## src/hdl/tea_pkg.sv

```systemverilog
// shared types, constants and round-constant helpers for the tea cipher core
`default_nettype none

package tea_pkg;

  localparam int Rounds = 32;
  localparam int Stages = 2 * Rounds;
  localparam logic [31:0] TeaDelta = 32'h9E37_79B9;
  localparam int CfgIndexWidth = 8;

  // register indexes of the key words
  localparam logic [CfgIndexWidth-1:0] RegKey0 = CfgIndexWidth'(0);
  localparam logic [CfgIndexWidth-1:0] RegKey1 = CfgIndexWidth'(1);
  localparam logic [CfgIndexWidth-1:0] RegKey2 = CfgIndexWidth'(2);
  localparam logic [CfgIndexWidth-1:0] RegKey3 = CfgIndexWidth'(3);

  // direction codes
  localparam logic FuncEncrypt = 1'b0;
  localparam logic FuncDecrypt = 1'b1;

  typedef struct packed {
    logic        func;
    logic [31:0] word_left;
    logic [31:0] word_right;
  } tea_block_t;

  typedef struct packed {
    logic [31:0] out_left;
    logic [31:0] out_right;
  } tea_result_t;

  typedef struct packed {
    logic [31:0] k0;
    logic [31:0] k1;
    logic [31:0] k2;
    logic [31:0] k3;
  } tea_key_t;

  // payload carried between pipeline stages
  typedef struct packed {
    logic        func;
    logic [31:0] left;
    logic [31:0] right;
  } tea_lane_t;

  // running sum of encryption round r (counted from 0)
  function automatic logic [31:0] tea_enc_sum(input int r);
    logic [31:0] count;
    count = 32'(r + 1);
    return TeaDelta * count;
  endfunction

  // running sum of decryption round r (counted from 0)
  function automatic logic [31:0] tea_dec_sum(input int r);
    logic [31:0] count;
    count = 32'(Rounds - r);
    return TeaDelta * count;
  endfunction

endpackage

`default_nettype wire

```

## src/hdl/tea_stage.sv

```systemverilog
// one half-round of tea as a registered pipeline stage
`default_nettype none

module tea_stage
  import tea_pkg::*;
(
  input  wire logic        clk,
  input  wire logic        rst,
  input  wire logic        phase,
  input  wire logic [31:0] enc_sum,
  input  wire logic [31:0] dec_sum,
  input  wire tea_key_t    key,
  input  wire logic        valid,
  input  wire tea_lane_t   lane,
  output logic             valid_q,
  output tea_lane_t        lane_q
);

  logic        upd_left;
  logic [31:0] src;
  logic [31:0] sum;
  logic [31:0] ka;
  logic [31:0] kb;
  logic [31:0] mix;
  logic [31:0] dst;
  logic [31:0] dst_next;
  tea_lane_t   lane_next;

  // encryption updates left first, decryption undoes right first
  assign upd_left = (lane.func == phase);
  assign src = upd_left ? lane.right : lane.left;
  assign dst = upd_left ? lane.left : lane.right;
  assign ka  = upd_left ? key.k0 : key.k2;
  assign kb  = upd_left ? key.k1 : key.k3;
  assign sum = (lane.func == FuncDecrypt) ? dec_sum : enc_sum;

  // mixing function of the other half
  assign mix = ((src << 4) + ka) ^ (src + sum) ^ ((src >> 5) + kb);

  assign dst_next = (lane.func == FuncDecrypt) ? (dst - mix) : (dst + mix);

  always_comb begin
    lane_next = lane;
    if (upd_left) begin
      lane_next.left = dst_next;
    end else begin
      lane_next.right = dst_next;
    end
  end

  // valid bit
  always_ff @(posedge clk) begin
    if (rst) begin
      valid_q <= 1'b0;
    end else begin
      valid_q <= valid;
    end
  end

  // payload
  always_ff @(posedge clk) begin
    lane_q <= lane_next;
  end

endmodule

`default_nettype wire

```

## config.mk

```make
export PLATFORM = sky130hd
export DESIGN_NAME = tea_stage
export DESIGN_NICKNAME = d
export VERILOG_FILES = /design/src/hdl/tea_pkg.sv /design/src/hdl/tea_stage.sv
export SDC_FILE = /design/constraint.sdc
export NUM_CORES = 1
export LEC_CHECK = 0
export BUFFER_PORTS_ARGS = -buffer_cell sky130_fd_sc_hd__buf_4
export CAP_MARGIN = 25
export CORE_MARGIN = 2
export CORE_UTILIZATION = 59
export DETAILED_ROUTE_END_ITERATION = 8
export PLACE_DENSITY = 0.89
export SYNTH_ARGS = -nofsm -noshare
export SYNTH_HDL_FRONTEND = slang
export SYNTH_SLANG_ARGS = --single-unit
```

## constraint.sdc

```tcl
create_clock -name clk -period 19.03 [get_ports clk]
set_input_delay 3.806 -clock clk [delete_from_list [all_inputs] [get_ports clk]]
set_output_delay 3.806 -clock clk [all_outputs]
set_load 0.01 [all_outputs]
```

* Word-level counts from Yosys, hierarchy flattened
Index checks and enable logic that the tools add are counted.
Operators by class: $add $sub $neg 5, equality and inequality tests 1, mux-type cells 8, bitwise operators 2
Operators by type and width (number):
- $mux 32 | 8
- $add 32x32->32 | 3
- $xor 32x32->32 | 2
- $add 27x32->32 | 1
- $sub 32x32->32 | 1
- $eq 1x1->1 | 1
Storage, ports and cells: register bits after elaboration 66, bits of input ports 261, output and inout port bits 66, word-level logic and storage cells 20

* Logic depth before layout (Yosys ltp)
word-level depth 8, mapped depth 34

* Worst setup path before layout
OpenSTA, ideal clock, no wires.
kind input to register, start point input lane[64] in the netlist's numbering, end point register lane_q[28] in the netlist's numbering, library setup time 0.132 ns, arrival 10.268 ns, setup slack 8.629 ns, stages on the path 33, cells stage by stage buf_4 -> xnor2_2 -> clkbuf_1 -> clkbuf_1 -> clkbuf_1 -> nand2_1 -> nand2_1 -> ha_1 -> clkbuf_1 -> a21oi_1 -> nor2b_1 -> a41o_1 -> or3_1 -> a21oi_1 -> xnor2_1 -> xnor2_1 -> nor4b_2 -> nor2_1 -> xor2_1 -> ha_1 -> nand2_1 -> nor2_1 -> a21oi_1 -> o21ai_0 -> nor4_1 -> o31ai_1 -> o41ai_1 -> o21a_1 -> o21ai_0 -> a2111oi_0 -> a21oi_1 -> xnor2_1 -> a21oi_1
RTL lines:
- start: declaration | line tea_stage.sv:14 | input wire tea_lane_t lane,
- end signal: assignment | line tea_stage.sv:62 | lane_q <= lane_next;
- end: declaration | line tea_stage.sv:16 | output tea_lane_t lane_q

==> reports/metrics.csv <==
stage;metric;value;unit
critical_path;critPathRequiredTime;19.28;ns
global_route;antenna_found_initial;0;
routing;wl;42330;um
routing;drt_pass1_iterations;6;
critical_path;path_common_cell;xnor2_1;
cts;cts_sinks;66;
yosys;yosys-top-cells-area;nand2_1, xnor2_1, ha_1, dfxtp_1, a21oi_1;
cts;ctsHoldBuffers;0;
run_status;status;finished clean;
routing;wl_per_cell;19.84;um
routing;ant_nets;0;
global_route;grt_use_met2;0.6270;
global_route;grt_overflow;0;
yosys;synth_area;11210;sq um
timing;setup-tns-final;0;ns
yosys;postSynthAreaPerCell;6.963;sq um
critical_path;crit_fanout;83;
floorplan;ios;327;
power_and_ir_drop;cellPowerDensity;165.4;nW/um^2
hold_path;hp-class;primary input to flop;
global_route;grt_pass1_wl;64170;um
yosys;synth_seq_cells;66;
cts;clk_pin_slew;0.06;ns
yosys;synth_top_area_frac;0.1400;
cts;post_cts_buffers;0;
place;place.gp.congestion;1.020;
timing;tightest_slew;0.9403;ns
critical_path;worstSetupPathType;primary input to flop;
floorplan;dieArea;20120;sq um
power_and_ir_drop;leakage;6.878;nW
timing;setup_viol;0;
routing;drc;0;
hold_path;hold_start;rst;
timing;slew_viol_final;0;
floorplan;start_util;0.5993;
routing;routed_via_density;6.254;
routing;drt-initial-drc-count;1479;
floorplan;core_area;18710;sq um
cts;cts_tree;yes;
yosys;synth_edf_count;0;
global_route;use_met3;0.08876;
yosys;synth_common_cells;nand2_1, xnor2_1, a21oi_1, ha_1, o21ai_0;
floorplan;rows;50;
yosys;synthesis.nets;1991;
critical_path;slowest_stage;buf_4;
timing;finalHoldViolCount;0;
timing;fmax;0.08666;GHz
final_layout;utilization;0.7518;
yosys;synthCells;1610;
global_route;grt.busiest_layer;met2;
yosys;ys_seq_area_frac;0.1179;
yosys;synthArstFlopShare;0;
yosys;synth_top_cell_by_area;nand2_1;
yosys;yosys_warnings;0;
final_layout;layout-drive-gt1-share;0.2197;
hold_path;hold_path_depth;2;
job;drv_cap;0;
cts;cts_buffers;9;
critical_path;critPathCaptureType;flop;
cts;clock_path_buffers;2;
cts;cts_max_level;3;
floorplan;die_x;141.8;um
global_route;grtUsageMet1;0.5547;
timing;fin_crit;11.54;ns
final_layout;syn2layout_area_growth;25.43;%
critical_path;worstSetupStartpointType;primary input;
critical_path;max_stage_delay;0.70;ns
timing;rsz0062_at_grt;false;
final_layout;finalNetCount;2274;
cts;cts-root-buf;clkbuf_16;
floorplan;die_h;141.8;um
global_route;track_usage;0.4029;
global_route;first_global_vias;12339;
place;portBuffers;326;
critical_path;critPathLaunch;lane[64];
global_route;grt_max_degree;90;
cts;post_cts_resized;0;
timing;relSlewSlack;0.3731;
yosys;synth_cell_types;86;
power_and_ir_drop;vdd_drop_max;0.07911;mV
place;dp_hpwl;34550;um
critical_path;critical_path_arrival;11.79;ns
timing;finalCritPeriodShare;0.6064;
yosys;synth.most_common_cell;nand2_1;
yosys;synth_top_flop_cell;dfxtp_1;
routing;num_vias;13339;
==> report_power, final <==
group	leakage [nW]	total, W	internal (W)	switching (W)
combinational	6.17	0.00191	0.000793	0.00112
clock	0.153	0.000173	0.000109	0.0000636
sequential	0.556	0.000241	0.000220	0.0000211
total	6.88	0.00233	0.00112	0.00120
==> flip-flops by register name, indices dropped and copies added, names as in the netlist <==
| name | cells |
|---|---|
| lane_q | 65 |
| valid_q | 1 |
==> layer usage <==
| metal | up-vias | share of wire |
|---|---|---|
| met5 | - | 0 |
| met4 | 0 | 0.030 |
| met3 | 103 | 0.12 |
| met2 | 886 | 0.43 |
| met1 | 6164 | 0.42 |
| li1 | 6186 | - |
==> logic make-up after synthesis <==
group	synth area share
simple gates	0.2575
flops	0.1179
mux	0.05134
fa+ha+maj	0.1379
compound gates	0.2227
xor+xnor	0.1798
buf+inv	0.03292
==> stage by stage <==
step / worst slack [ns] / std cells / hold WS (ns) / area [sq um] / total power [W]
CTS: 7.700 / 2132 / 3.626 / 14060 / 0.002265
detailed placement: 7.410 / 2116 / 3.969 / 13750 / 0.002063
floorplan: 8.629 / 1610 / 3.834 / 11210 / 0.001567
finish: 7.490 / 2133 / 3.627 / 14060 / 0.002325
global placement: 7.597 / 2116 / 3.962 / 13750 / 0.002023
global route: 6.878 / 2132 / 3.628 / 14060 / 0.002484
==> critical path, delay by kind of cell <==
family	cells	cell delay, ns
AO/OA/AOI/OAI	9	2.40
XOR/XNOR	6	1.20
adder cells (fa/ha/maj)	3	1.11
buffers and inverters	2	1.11
AND/OR/NAND/NOR	12	2.07
==> worst paths after layout <==
check / endpoint / slack (ns)
min: valid_q$_SDFF_PP0_ / 3.63
max: lane_q[63]$_DFF_P_ / 7.49
==> cell usage in the layout (no fill, tap or decap), types with 13 or more instances in the layout <==
cell      instances
nand3_1          27
and3_1           13
dfxtp_1          66
nor2_1           84
buf_4           330
a21o_1           36
a31oi_1          18
mux2_2           30
mux2i_1          17
xnor2_1         169
ha_1            118
a21oi_1         119
nor2b_1          20
o21ai_0         111
nor3_1           13
inv_1            33
nand2b_1         15
nand2_1         418
xor2_1           51
and2_1           13
==> layout make-up <==
| type | instances | area, sq um |
|---|---|---|
| multi-input combinational | 1453 | 9532 |
| clock inverter | 5 | 60.06 |
| tap | 234 | 292.8 |
| antenna | 1 | 2.502 |
| fill | 1427 | 4643 |
| sequential | 66 | 1321 |
| clock buffer | 11 | 252.7 |
| timing repair buffer | 330 | 2477 |
| inverter | 33 | 123.9 |
Note: power is estimated with default switching activity, not from simulation.
